File: config.mk
export PLATFORM = sky130hd
export DESIGN_NAME = timed_linear_dimming_ramp
export DESIGN_NICKNAME = d
export VERILOG_FILES = /design/src/tldr_pkg.sv /design/src/tldr_div.sv /design/src/tldr_dp.sv /design/src/tldr_ctrl.sv /design/src/timed_linear_dimming_ramp.sv
export SDC_FILE = /design/constraint.sdc
export NUM_CORES = 2
export LEC_CHECK = 0
export BUFFER_PORTS_ARGS = -buffer_cell sky130_fd_sc_hd__buf_4
export CAP_MARGIN = 20
export CORE_ASPECT_RATIO = 2
export CORE_MARGIN = 2
export CORE_UTILIZATION = 56
export DETAILED_ROUTE_END_ITERATION = 10
export PLACE_DENSITY_LB_ADDON = 0.05
export SYNTH_ARGS = -nofsm -noshare
export SYNTH_HDL_FRONTEND = slang
export SYNTH_HIERARCHICAL = 1
export SYNTH_SLANG_ARGS = --single-unit
File: constraint.sdc
create_clock -name aclk -period 9.32 [get_ports aclk]
set_clock_uncertainty 0.2 [all_clocks]
set_input_delay 0.466 -clock aclk [delete_from_list [all_inputs] [get_ports aclk]]
set_output_delay 0.466 -clock aclk [all_outputs]
set_load 0.02 [all_outputs]
File: src/tldr_pkg.sv
package tldr_pkg;

    localparam int LEVEL_W     = 16;
    localparam int NOW_W       = 32;
    localparam int BYTE_W      = 8;
    localparam int SECS_W      = 16;
    localparam int SWEEP_W     = 26;
    localparam int PROD_W      = NOW_W + LEVEL_W;
    localparam int SPAN_PROD_W = SWEEP_W + LEVEL_W;
    localparam int SPAN_FOLD_W = SPAN_PROD_W - LEVEL_W + 1;
    localparam int DIV_LONG    = PROD_W;
    localparam int DIVISOR_W   = SWEEP_W;
    localparam int DIV_CNT_W   = $clog2(DIV_LONG + 1);
    localparam int S_TDATA_W   = 64;
    localparam int M_TDATA_W   = 40;

    localparam logic [LEVEL_W-1:0] MAX_LEVEL  = 16'hFFFF;
    localparam logic [BYTE_W-1:0]  BYTE_FULL  = 8'd255;
    localparam logic [9:0]         MS_PER_S   = 10'd1000;

    // datapath operations issued by the controller
    typedef enum logic [3:0] {
        OP_NONE,
        OP_CAPTURE,
        OP_SWEEP,
        OP_BEGIN,
        OP_SPAN_START,
        OP_SPAN_FOLD,
        OP_SPAN,
        OP_DELTA_START,
        OP_DELTA,
        OP_BYTE,
        OP_OUT
    } dp_op_t;

    typedef struct packed {
        logic is_start;
        logic is_blocked;
        logic ramping;
        logic div_busy;
        logic span_zero;
    } dp_status_t;

endpackage

File: src/tldr_div.sv
module tldr_div
    import tldr_pkg::*;
(
    input  logic                   aclk,
    input  logic                   aresetn,
    input  logic                   start,
    input  logic [DIV_LONG-1:0]    dividend,
    input  logic [DIVISOR_W-1:0]   divisor,
    output logic                   busy,
    output logic [DIV_LONG-1:0]    quotient
);

    logic [DIV_LONG-1:0]  dq_reg, dq_next;
    logic [DIVISOR_W-1:0] rem_reg, rem_next;
    logic [DIVISOR_W-1:0] dvs_reg, dvs_next;
    logic [DIV_CNT_W-1:0] cnt_reg, cnt_next;
    logic                 busy_reg, busy_next;

    logic [DIVISOR_W:0]   shifted;
    logic                 ge;

    assign shifted = {rem_reg, dq_reg[DIV_LONG-1]};
    assign ge      = shifted >= {1'b0, dvs_reg};

    always_comb begin
        dq_next   = dq_reg;
        rem_next  = rem_reg;
        dvs_next  = dvs_reg;
        cnt_next  = cnt_reg;
        busy_next = busy_reg;
        if (start) begin
            dq_next   = dividend;
            cnt_next  = DIV_CNT_W'(DIV_LONG);
            rem_next  = '0;
            dvs_next  = divisor;
            busy_next = 1'b1;
        end else if (busy_reg) begin
            rem_next  = ge ? DIVISOR_W'(shifted - {1'b0, dvs_reg}) : DIVISOR_W'(shifted);
            dq_next   = {dq_reg[DIV_LONG-2:0], ge};
            cnt_next  = cnt_reg - 1'b1;
            busy_next = cnt_reg != DIV_CNT_W'(1);
        end
    end

    always_ff @(posedge aclk) begin
        dq_reg  <= dq_next;
        rem_reg <= rem_next;
        dvs_reg <= dvs_next;
        if (!aresetn) begin
            cnt_reg  <= '0;
            busy_reg <= 1'b0;
        end else begin
            cnt_reg  <= cnt_next;
            busy_reg <= busy_next;
        end
    end

    assign busy     = busy_reg;
    assign quotient = dq_reg;

endmodule

File: src/tldr_dp.sv
module tldr_dp
    import tldr_pkg::*;
(
    input  logic                  aclk,
    input  logic                  aresetn,
    input  dp_op_t                cmd,
    input  logic [S_TDATA_W-1:0]  s_tdata,
    input  logic                  s_tuser,
    output dp_status_t            status,
    output logic [M_TDATA_W-1:0]  m_tdata
);

    // captured input word
    logic                 op_reg, op_next;
    logic [NOW_W-1:0]     now_reg, now_next;
    logic [BYTE_W-1:0]    tgt_reg, tgt_next;
    logic [SECS_W-1:0]    secs_reg, secs_next;
    logic                 blk_reg, blk_next;

    // channel state
    logic [LEVEL_W-1:0]   cur_reg, cur_next;
    logic [LEVEL_W-1:0]   from_reg, from_next;
    logic [LEVEL_W-1:0]   to_reg, to_next;
    logic [NOW_W-1:0]     start_ms_reg, start_ms_next;
    logic [SWEEP_W-1:0]   sweep_reg, sweep_next;
    logic [BYTE_W-1:0]    remb_reg, remb_next;
    logic                 on_reg, on_next;
    logic                 ramp_reg, ramp_next;
    logic                 on_arm_reg, on_arm_next;
    logic                 off_arm_reg, off_arm_next;

    // per-word scratch
    logic [SPAN_PROD_W-1:0] sp_reg, sp_next;
    logic [SPAN_FOLD_W-1:0] fold_reg, fold_next;
    logic [SWEEP_W-1:0]   span_reg, span_next;
    logic                 wrote_reg, wrote_next;
    logic [BYTE_W-1:0]    lbyte_reg, lbyte_next;
    logic [M_TDATA_W-1:0] out_reg, out_next;

    logic                 up;
    logic [LEVEL_W-1:0]   room;
    logic [NOW_W-1:0]     elapsed;
    logic [NOW_W-1:0]     mul_a;
    logic [LEVEL_W-1:0]   mul_b;
    logic [PROD_W-1:0]    prod;
    logic                 div_start, div_busy;
    logic [DIV_LONG-1:0]  q;
    logic                 reached;
    logic                 ev_on, ev_off;
    logic [LEVEL_W-1:0]   tgt_level;
    logic [LEVEL_W:0]     fold_lo;
    logic [SWEEP_W-1:0]   span_calc;
    logic [BYTE_W-1:0]    hi_byte, lo_byte;

    assign up      = from_reg <= to_reg;
    assign room    = up ? MAX_LEVEL - from_reg : from_reg;
    assign elapsed = now_reg - start_ms_reg;

    // target * MAX_LEVEL / 255 is the target byte repeated in both halves
    assign tgt_level = {tgt_reg, tgt_reg};

    // divide sweep * room by MAX_LEVEL: fold the high half onto the low half twice
    assign fold_lo   = (LEVEL_W+1)'(fold_reg[SPAN_FOLD_W-1:LEVEL_W])
                     + (LEVEL_W+1)'(fold_reg[LEVEL_W-1:0]);
    assign span_calc = sp_reg[SPAN_PROD_W-1:LEVEL_W]
                     + SWEEP_W'(fold_reg[SPAN_FOLD_W-1:LEVEL_W])
                     + SWEEP_W'(fold_lo >= (LEVEL_W+1)'(MAX_LEVEL));

    // level * 255 / MAX_LEVEL is level / 257
    assign hi_byte = cur_reg[LEVEL_W-1:BYTE_W];
    assign lo_byte = cur_reg[BYTE_W-1:0];

    always_comb begin
        mul_a = '0;
        mul_b = '0;
        case (cmd)
            OP_SPAN_START: begin
                mul_a = NOW_W'(sweep_reg);
                mul_b = room;
            end
            OP_DELTA_START: begin
                mul_a = elapsed;
                mul_b = room;
            end
            default: begin
            end
        endcase
    end

    assign prod      = {{LEVEL_W{1'b0}}, mul_a} * {{NOW_W{1'b0}}, mul_b};
    assign div_start = cmd == OP_DELTA_START;

    tldr_div u_div (
        .aclk       (aclk),
        .aresetn    (aresetn),
        .start      (div_start),
        .dividend   (prod),
        .divisor    (span_reg),
        .busy       (div_busy),
        .quotient   (q)
    );

    // stop at the target once the step reaches or passes it
    assign reached = up ? ({1'b0, q} + (DIV_LONG+1)'(from_reg)) >= (DIV_LONG+1)'(to_reg)
                        : q >= DIV_LONG'(from_reg - to_reg);

    assign ev_on  = on_reg && on_arm_reg;
    assign ev_off = !on_reg && off_arm_reg;

    always_comb begin
        op_next       = op_reg;
        now_next      = now_reg;
        tgt_next      = tgt_reg;
        secs_next     = secs_reg;
        blk_next      = blk_reg;
        cur_next      = cur_reg;
        from_next     = from_reg;
        to_next       = to_reg;
        start_ms_next = start_ms_reg;
        sweep_next    = sweep_reg;
        remb_next     = remb_reg;
        on_next       = on_reg;
        ramp_next     = ramp_reg;
        on_arm_next   = on_arm_reg;
        off_arm_next  = off_arm_reg;
        sp_next       = sp_reg;
        fold_next     = fold_reg;
        span_next     = span_reg;
        wrote_next    = wrote_reg;
        lbyte_next    = lbyte_reg;
        out_next      = out_reg;
        case (cmd)
            OP_CAPTURE: begin
                op_next    = s_tuser;
                now_next   = s_tdata[31:0];
                tgt_next   = s_tdata[39:32];
                secs_next  = s_tdata[55:40];
                blk_next   = s_tdata[56];
                wrote_next = 1'b0;
            end
            OP_SWEEP: begin
                sweep_next    = SWEEP_W'(secs_reg) * SWEEP_W'(MS_PER_S);
                start_ms_next = now_reg;
                from_next     = cur_reg;
            end
            OP_BEGIN: begin
                to_next   = tgt_level;
                ramp_next = 1'b1;
                on_next   = 1'b1;
                if (tgt_reg != '0) begin
                    remb_next = tgt_reg;
                end
                // zero ramp time: jump to target at once
                if (sweep_reg == '0) begin
                    cur_next   = tgt_level;
                    wrote_next = 1'b1;
                    ramp_next  = 1'b0;
                    if (tgt_level == '0) begin
                        on_next      = 1'b0;
                        on_arm_next  = 1'b1;
                        off_arm_next = 1'b1;
                    end
                end
            end
            OP_SPAN_START: begin
                sp_next = prod[SPAN_PROD_W-1:0];
            end
            OP_SPAN_FOLD: begin
                fold_next = SPAN_FOLD_W'(sp_reg[SPAN_PROD_W-1:LEVEL_W])
                          + SPAN_FOLD_W'(sp_reg[LEVEL_W-1:0]);
            end
            OP_SPAN: begin
                span_next  = span_calc;
                wrote_next = 1'b1;
                if (span_calc == '0) begin
                    cur_next  = to_reg;
                    ramp_next = 1'b0;
                    if (to_reg == '0) begin
                        on_next      = 1'b0;
                        on_arm_next  = 1'b1;
                        off_arm_next = 1'b1;
                    end
                end
            end
            OP_DELTA: begin
                if (reached) begin
                    cur_next  = to_reg;
                    ramp_next = 1'b0;
                    if (to_reg == '0) begin
                        on_next      = 1'b0;
                        on_arm_next  = 1'b1;
                        off_arm_next = 1'b1;
                    end
                end else if (up) begin
                    cur_next = from_reg + q[LEVEL_W-1:0];
                end else begin
                    cur_next = from_reg - q[LEVEL_W-1:0];
                end
            end
            OP_BYTE: begin
                lbyte_next = (lo_byte < hi_byte) ? hi_byte - 1'b1 : hi_byte;
            end
            OP_OUT: begin
                if (ev_on) begin
                    on_arm_next = 1'b0;
                end
                if (ev_off) begin
                    off_arm_next = 1'b0;
                end
                out_next = M_TDATA_W'({ev_off, ev_on, ramp_reg, on_reg, remb_reg,
                                       lbyte_reg, wrote_reg, cur_reg});
            end
            default: begin
            end
        endcase
    end

    always_ff @(posedge aclk) begin
        op_reg    <= op_next;
        now_reg   <= now_next;
        tgt_reg   <= tgt_next;
        secs_reg  <= secs_next;
        blk_reg   <= blk_next;
        sp_reg    <= sp_next;
        fold_reg  <= fold_next;
        span_reg  <= span_next;
        wrote_reg <= wrote_next;
        lbyte_reg <= lbyte_next;
        out_reg   <= out_next;
        if (!aresetn) begin
            cur_reg      <= '0;
            from_reg     <= '0;
            to_reg       <= '0;
            start_ms_reg <= '0;
            sweep_reg    <= '0;
            remb_reg     <= '0;
            on_reg       <= 1'b0;
            ramp_reg     <= 1'b0;
            on_arm_reg   <= 1'b1;
            off_arm_reg  <= 1'b0;
        end else begin
            cur_reg      <= cur_next;
            from_reg     <= from_next;
            to_reg       <= to_next;
            start_ms_reg <= start_ms_next;
            sweep_reg    <= sweep_next;
            remb_reg     <= remb_next;
            on_reg       <= on_next;
            ramp_reg     <= ramp_next;
            on_arm_reg   <= on_arm_next;
            off_arm_reg  <= off_arm_next;
        end
    end

    assign status.is_start   = op_reg;
    assign status.is_blocked = blk_reg;
    assign status.ramping    = ramp_reg;
    assign status.div_busy   = div_busy;
    assign status.span_zero  = span_calc == '0;
    assign m_tdata           = out_reg;

endmodule

File: src/tldr_ctrl.sv
module tldr_ctrl
    import tldr_pkg::*;
(
    input  logic       aclk,
    input  logic       aresetn,
    input  logic       s_tvalid,
    output logic       s_tready,
    output logic       m_tvalid,
    input  logic       m_tready,
    input  dp_status_t status,
    output dp_op_t     cmd
);

    typedef enum logic [10:0] {
        ST_IDLE      = 11'b00000000001,
        ST_DISPATCH  = 11'b00000000010,
        ST_SWEEP     = 11'b00000000100,
        ST_BEGIN     = 11'b00000001000,
        ST_SPAN_MUL  = 11'b00000010000,
        ST_SPAN_FOLD = 11'b00000100000,
        ST_SPAN      = 11'b00001000000,
        ST_DELTA_MUL = 11'b00010000000,
        ST_DELTA_DIV = 11'b00100000000,
        ST_BYTE      = 11'b01000000000,
        ST_OUT       = 11'b10000000000
    } state_t;

    state_t state_reg, state_next;
    logic   mvalid_reg, mvalid_next;
    logic   slot_free;

    assign slot_free = !mvalid_reg || m_tready;

    always_comb begin
        state_next  = state_reg;
        cmd         = OP_NONE;
        mvalid_next = mvalid_reg && !m_tready;
        unique case (state_reg)
            ST_IDLE: begin
                if (s_tvalid) begin
                    cmd        = OP_CAPTURE;
                    state_next = ST_DISPATCH;
                end
            end
            ST_DISPATCH: begin
                if (status.is_start && !status.is_blocked) begin
                    state_next = ST_SWEEP;
                end else if (!status.is_start && status.ramping) begin
                    state_next = ST_SPAN_MUL;
                end else begin
                    state_next = ST_BYTE;
                end
            end
            ST_SWEEP: begin
                cmd        = OP_SWEEP;
                state_next = ST_BEGIN;
            end
            ST_BEGIN: begin
                cmd        = OP_BEGIN;
                state_next = ST_BYTE;
            end
            ST_SPAN_MUL: begin
                cmd        = OP_SPAN_START;
                state_next = ST_SPAN_FOLD;
            end
            ST_SPAN_FOLD: begin
                cmd        = OP_SPAN_FOLD;
                state_next = ST_SPAN;
            end
            ST_SPAN: begin
                cmd        = OP_SPAN;
                state_next = status.span_zero ? ST_BYTE : ST_DELTA_MUL;
            end
            ST_DELTA_MUL: begin
                cmd        = OP_DELTA_START;
                state_next = ST_DELTA_DIV;
            end
            ST_DELTA_DIV: begin
                if (!status.div_busy) begin
                    cmd        = OP_DELTA;
                    state_next = ST_BYTE;
                end
            end
            ST_BYTE: begin
                cmd        = OP_BYTE;
                state_next = ST_OUT;
            end
            ST_OUT: begin
                // hold until the output register can take the word
                if (slot_free) begin
                    cmd         = OP_OUT;
                    mvalid_next = 1'b1;
                    state_next  = ST_IDLE;
                end
            end
            default: begin
                state_next = ST_IDLE;
            end
        endcase
    end

    always_ff @(posedge aclk) begin
        if (!aresetn) begin
            state_reg  <= ST_IDLE;
            mvalid_reg <= 1'b0;
        end else begin
            state_reg  <= state_next;
            mvalid_reg <= mvalid_next;
        end
    end

    assign s_tready = state_reg == ST_IDLE;
    assign m_tvalid = mvalid_reg;

endmodule

File: src/timed_linear_dimming_ramp.sv
// Steps per word: a tick while idle or a blocked start passes dispatch, byte and out;
// a start adds sweep and begin; a ramp tick adds span multiply, fold and span, then,
// unless the span is zero, delta multiply and the ramp step divider (one quotient bit
// per cycle, 48 bits). Throughput: one word at a time, the next taken the cycle after
// the result is loaded into the output register, which holds it until the sink takes it.
// Reset (aresetn low, synchronous) clears level and ramp state and arms the on event.
module timed_linear_dimming_ramp
    import tldr_pkg::*;
(
    input  logic                  aclk,
    input  logic                  aresetn,
    input  logic                  s_tvalid,
    output logic                  s_tready,
    // [31:0] now_ms, [39:32] target_byte, [55:40] ramp_seconds, [56] blocked
    input  logic [S_TDATA_W-1:0]  s_tdata,
    // [0] operation
    input  logic                  s_tuser,
    output logic                  m_tvalid,
    input  logic                  m_tready,
    // [15:0] level, [16] level_write, [24:17] level_byte, [32:25] last_on_byte,
    // [33] is_on, [34] is_ramping, [35] turned_on, [36] turned_off
    output logic [M_TDATA_W-1:0]  m_tdata
);

    dp_op_t     cmd;
    dp_status_t status;

    tldr_ctrl u_ctrl (
        .aclk     (aclk),
        .aresetn  (aresetn),
        .s_tvalid (s_tvalid),
        .s_tready (s_tready),
        .m_tvalid (m_tvalid),
        .m_tready (m_tready),
        .status   (status),
        .cmd      (cmd)
    );

    tldr_dp u_dp (
        .aclk    (aclk),
        .aresetn (aresetn),
        .cmd     (cmd),
        .s_tdata (s_tdata),
        .s_tuser (s_tuser),
        .status  (status),
        .m_tdata (m_tdata)
    );

endmodule

# Word-level counts from Yosys, hierarchy flattened
# Index checks and enable logic that the tools add are counted.
dict set report word_totals {
  regBits 433
  in_bits 69
}
dict set report op_classes {
  add_sub_neg 13
  mul 2
  magnitude_cmp 6
  n_eq_ne 31
  n_mux 54
  n_bitwise 1
  reduce_logical 29
}
# cell count
set op_table {}
lappend op_table {{$pmux W11 S11} 1}
lappend op_table {{$mux W16} 6}
lappend op_table {{$mux W48} 2}
lappend op_table {{$pmux W32 S2} 1}
lappend op_table {{$logic_not A26 Y1} 2}
lappend op_table {{$add A48 B16 Y49} 1}
lappend op_table {{$ge A49 B16 Y1} 1}
lappend op_table {{$ge A48 B48 Y1} 1}
lappend op_table {{$mul A32 B16 Y48} 1}
lappend op_table {{$pmux W16 S3} 1}
lappend op_table {{$mux W11} 4}
lappend op_table {{$pmux W4 S10} 1}
lappend op_table {{$logic_not A16 Y1} 2}
lappend op_table {{$sub A32 B32 Y32} 1}
lappend op_table {{$add A26 B16 Y27} 1}
lappend op_table {{$ge A27 B26 Y1} 1}
lappend op_table {{$add A26 B1 Y26} 1}
lappend op_table {{$add A26 B11 Y26} 1}
lappend op_table {{$mux W26} 1}
lappend op_table {{$sub A26 B26 Y26} 1}
lappend op_table {{$mux W1} 25}
lappend op_table {{$mul A16 B7 Y23 const B} 1}
lappend op_table {{$mux W10} 2}
lappend op_table {{$add A11 B16 Y17} 1}
lappend op_table {{44 further kinds} 76}

# Logic depth before layout (Yosys ltp)
dict set report logic_depth {
  depth_word 9
  mapped_depth 40
  depth_no_buf 39
}

# Cells and area by module
# The synthesis kept the hierarchy.
# module instances cells_per_inst area_each_um2 seq_area_each_um2
set by_module_without_submodules {}
lappend by_module_without_submodules {tldr_dp 1 4178 37842.5 8117.8}
lappend by_module_without_submodules {tldr_div 1 571 6174.7 2882.8}
lappend by_module_without_submodules {tldr_ctrl 1 104 858.3 240.2}

# Least setup slack after synthesis
# No wires, ideal clock.
dict set report synth_path {
  kind {reg-to-reg}
  startpoint {register u_ctrl.state_reg[9]}
  endpoint {register u_dp.u_div.dq_reg[47] (netlist: u_dp/u_div/quotient[47]) (data pin)}
  setup_time_ns 0.260
  arrival_time_ns 9.669
  path_slack_ns -0.809
  stages_incl_launch_ff 32
  path_buffers 3
  synth_period_minus_slack_ns 10.129
  path_cell_list {dfxtp_1 -> buf_6 -> nor4_2 -> nand2_1 -> nor2_1 -> clkbuf_1 -> nand2b_1 -> nor3_1 -> clkbuf_1 -> a32oi_1 -> nor2_1 -> fa_1 -> fa_1 -> fa_1 -> fa_1 -> fa_1 -> inv_1 -> fa_1 -> inv_1 -> ha_1 -> o21a_1 -> nor2_1 -> or2_2 -> a211o_1 -> a21oi_1 -> o21a_1 -> a21o_1 -> a31oi_1 -> o31ai_1 -> mux2i_1 -> nor2_1 -> mux2_2}
}
dict set report synth_between {
  elab_chain_cells 7
}
# element line_no
set synth_rtl {}
lappend synth_rtl {{from (decl)} tldr_ctrl.sv:28} ;# state_t state_reg, state_next;
lappend synth_rtl {{from (signal assigned)} tldr_ctrl.sv:107} ;# state_reg <= state_next;
lappend synth_rtl {{$eq A11 B11 Y1 (tied with other cells)} tldr_ctrl.sv:38} ;# unique case (state_reg)
lappend synth_rtl {{$pmux W4 S10 *} tldr_ctrl.sv:38}
lappend synth_rtl {{named net cmd[2]} timed_linear_dimming_ramp.sv:25} ;# dp_op_t cmd;
lappend synth_rtl {{$eq A4 B3 Y1} tldr_dp.sv:76} ;# case (cmd)
lappend synth_rtl {{$reduce_or A2 Y1 (no line)} n/a}
lappend synth_rtl {{$mux W16} tldr_dp.sv:76}
lappend synth_rtl {{$mul A32 B16 Y48 *} tldr_dp.sv:90} ;# assign prod = {{LEVEL_W{1'b0}}, mul_a} * {{NOW_W{1'b0}}, mul_b};
lappend synth_rtl {{named net u_dp.prod[47]} tldr_dp.sv:45} ;# logic [PROD_W-1:0] prod;
lappend synth_rtl {{$mux W48 *} tldr_div.sv:31} ;# if (start) begin
lappend synth_rtl {{named net u_dp.u_div.dq_next[47]} tldr_div.sv:13} ;# logic [DIV_LONG-1:0] dq_reg, dq_next;
lappend synth_rtl {{to (signal assigned)} tldr_div.sv:46} ;# dq_reg <= dq_next;
lappend synth_rtl {{to (decl)} tldr_div.sv:13}
# The timed path passes the listed nets; every way through them passes the cells marked *.
# A chain may end at the register's enable or synchronous reset.

# Worst setup path after layout
dict set report layout_path {
  startpoint {register u_dp.now_reg[0]}
  endpoint {register u_dp.u_div.dq_reg[45] (netlist: u_dp/u_div/quotient[45]) (data pin)}
}
dict set report layout_between {
  elab_chain_cells 4
}
# element line_no
set layout_rtl {}
lappend layout_rtl {{from (decl)} tldr_dp.sv:15} ;# logic [NOW_W-1:0] now_reg, now_next;
lappend layout_rtl {{from (signal assigned)} tldr_dp.sv:220} ;# now_reg <= now_next;
lappend layout_rtl {{$sub A32 B32 Y32} tldr_dp.sv:57} ;# assign elapsed = now_reg - start_ms_reg;
lappend layout_rtl {{$pmux W32 S2} tldr_dp.sv:76}
lappend layout_rtl {{$mul A32 B16 Y48} tldr_dp.sv:90}
lappend layout_rtl {{named net u_dp.prod[45]} tldr_dp.sv:45}
lappend layout_rtl {{$mux W48} tldr_div.sv:31}
lappend layout_rtl {{named net u_dp.u_div.dq_next[45]} tldr_div.sv:13}
# The timed path passes the listed nets, and every way through them passes these cells.

==> run_results.csv <==
group,metric,value,unit
setup_path,critical_path_class,"reg2reg",
floorplan,io_pins,111,
sta,layout_min_cycle_time,9310,ps
setup_path,cp-startpoint,"u_dp/now_reg[0]$_DFFE_PN_",
sta,slew_headroom,29.1,%
floorplan,start_util,56.6,%
routing,wire_per_inst,24.5,um
setup_path,arrival,9480,ps
finish,drive_above_1_share,19.8,%
clocking,cts_sinks,425,
placed_design,placed_cell_area,50700,um^2
logic_synthesis,synth.top_cells.by_count,"616 x inv_1, 613 x nand2_1, 481 x fa_1",
setup_path,path_delay_family,"adder cells",
outcome,status,"finished, final reports clean",
logic_synthesis,async_flop_share,0,%
logic_synthesis,synth_edf_count,273,
clocking,root_buffer,"clkbuf_16",
global_routing,grt_pass1_wl,240,mm
routing,ant_nets,0,
global_routing,grt_max_degree,73,
min_path,whs_path_depth,5,
setup_path,path_common_cell,"fa_1",
setup_path,crit_buf_inv,9,
sta,whs,40.2,ps
power_and_ir_drop,pwr-share-seq,30.5,%
clocking,cts_tree,"yes",
logic_synthesis,synth.distinct_cells,99,
sta,report.final.slew_viol_count,0,
sta,worst_pin_slew,1060,ps
global_routing,grt_usage,39.4,%
floorplan,dieArea,82600,um^2
power_and_ir_drop,netSwitchingPower,2.48,mW
setup_path,cp.required,9490,ps
logic_synthesis,ys_ff_latch,425,
placed_design,port_buffers,100,
sta,min_period_over_period,99.9,%
setup_path,worst_r2r_endpoint,"u_dp/u_div/quotient[45]$_DFFE_PP_",
finish,syn2layout_area_growth,22.0,%
finish,largest_reg_flops,48,
finish,final_util,69.1,%
clocking,htree_levels,2,
logic_synthesis,ys_top_cells_by_area,"fa_1 21%, edfxtp_1 18%, ha_1 11%, dfxtp_1 6.8%, inv_1 5.2%",
min_path,hold_path.class,"in2reg",
logic_synthesis,synth_top_area_cell,"fa_1",
sta,timing.fmax,0.107,GHz
routing,totalWireLength,160,mm
setup_path,crit_path_end_kind,"flip-flop",
setup_path,cp-start-kind,"flip-flop",
routing,firstDrtPassIters,6,
setup_path,cpPeakStageDelay,690,ps
floorplan,coreArea,79300,um^2
routing,drc,0,
power_and_ir_drop,leakagePower,23.7,nW
power_and_ir_drop,internal_power,4.50,mW
floorplan,die_w,204,um
setup_path,path_max_fanout,3,
power_and_ir_drop,p_clk_share,28.3,%
clocking,cts_buffer_depth,3,
logic_synthesis,synth_cells,4853,
finish,fin_nets,6398,
power_and_ir_drop,peakVddDrop,0.000624,V
sta,finalSetupViolCount,0,
global_routing,overflow,0,
setup_path,r2r_cells,39,
placed_design,hpwlAfterDp,130,mm
power_and_ir_drop,p_comb_share,41.2,%
logic_synthesis,yosysSeqAreaShare,25.0,%
setup_path,worstReg2RegStart,"u_dp/now_reg[0]$_DFFE_PN_",
logic_synthesis,synth.avg_cell_area,9.25,um^2
floorplan,rows,146,
setup_path,critPathSlowestCell,"fa_1",
finish,fill_cells,6387,
clocking,worstSkewPairLatency,630,ps
routing,routed_via_density,5.95,
routing,drt-initial-drc-count,2394,
min_path,hold_path_end,"u_ctrl/state_reg[10]$_SDFFE_PN0P_",
job,maxCapViolations,0,
clocking,cts_buffers,41,
sta,final_hold_viol_count,0,
min_path,hp-start,"m_tready",
logic_synthesis,netlist.area_leader.share,21.5,%
setup_path,rrSetupSlack,5,ps
sta,rsz0062_at_grt,"yes",
logic_synthesis,synth_flop_cell,"edfxtp_1",
finish,design_area,54700,um^2
global_routing,grt_antenna_before_repair,3,
power_and_ir_drop,power_density,127,nW/um^2
clocking,path_clk_slew,70,ps
floorplan,die_h,404,um
logic_synthesis,yosys_warnings,6,
placed_design,gp_congestion,1.06,
routing,via_count,38900,
logic_synthesis,synth.most_common_cell,"inv_1",
global_routing,grt_pass1_vias,41000,
logic_synthesis,netlist_area,44900,um^2
power_and_ir_drop,switching_share,35.5,%
-- placed cells by master, fill, tap and decap left out, drive strengths merged, types with 22 or more instances in the layout --
cell	n
nor3	96
o21ai	119
nand2	614
or3	33
buf	677
dlygate4sd3	58
a311oi	22
a21oi	271
nand2b	46
o21a	46
nor2b	32
and3	42
edfxtp	273
inv	625
xnor2	152
a21o	95
ha	388
and2	34
fa	481
a211oi	40
a31oi	43
dfxtp	152
clkbuf	43
nand4	61
nor2	418
o211ai	22
nor4	33
nand3	87
o21bai	32
mux2	51
xor2	89
-- stage by stage --
stage	setup WS, ps	setup TNS, ps	std cells	power, mW
floorplan	-7.65	-7.65	4855	4.22
global placement	-322	-3570	6340	4.84
detailed placement	-402	-5960	6340	4.90
CTS	-11.8	-11.8	6490	6.95
global route	-399	-4550	6529	7.40
finish	5.28	0	6531	6.98
-- timing repair --
item	in CTS	in global routing
gates cloned	0	1
hold buffers	58	0
hold endpoints to repair	58	0
setup endpoints to repair	29	40
setup buffers	17	41
pin swaps	96	114
resized for setup	123	168
-- worst min-delay path: stages --
cell	delay, ps
buf_4	80
nor2b_1	40
buf_4	130
nand2_1	40
a21boi_1	60
-- final cells by class --
| class | instances | area [um^2] | share of cell area [%] |
|---|---|---|---|
| inverters | 619 | 2340 | 4.27 |
| diodes | 2 | 5.00 | 0.00914 |
| flip-flops and latches | 425 | 11200 | 20.5 |
| multi-input cells | 3637 | 31800 | 58.1 |
| clock inverters | 34 | 538 | 0.983 |
| well taps | 1036 | 1300 | 2.37 |
| clock buffers | 42 | 1030 | 1.88 |
| repair buffers | 736 | 6470 | 11.8 |
-- layer usage --
metal  global-route usage [%]  wire length [um]  up-vias
met4                     41.3             21900        4
met5                        0                23        -
li1                         -                 -    17700
met3                     6.02              7470      777
met1                     35.0             48000    19000
met2                     72.0             82700     1387
-- worst max-delay path by stage --
stage	slack, ps	depth (start not counted)	endpoint
floorplan	-8	35	u_dp/u_div/quotient[47]$_DFFE_PP_
global placement	-320	39	u_dp/u_div/quotient[45]$_DFFE_PP_
detailed placement	-400	38	u_dp/u_div/quotient[45]$_DFFE_PP_
CTS	-10	38	u_dp/u_div/quotient[45]$_DFFE_PP_
global route	-400	39	u_dp/u_div/quotient[45]$_DFFE_PP_
finish	5	39	u_dp/u_div/quotient[45]$_DFFE_PP_
-- power groups by stage --
stage	clock, mW	sequential (mW)	combinational, mW
6_report	1.97	2.13	2.87
5_1_grt	2.06	2.13	3.22
4_1_cts	2.00	2.13	2.82
3_5_place_dp	0	2.17	2.73
3_3_place_gp	0	2.17	2.67
2_1_floorplan	0	2.15	2.07
-- cell families after synthesis --
logic type	Yosys count	share of synthesized area, %
simple gates	1572	16.1
compound gates	890	13.3
fa+ha+maj	869	32.3
buf+inv	793	7.06
flops	425	25.0
xor+xnor	241	4.70
mux	62	1.53
other cells	1	0.00836
Note: power is estimated with default switching activity, not from simulation.
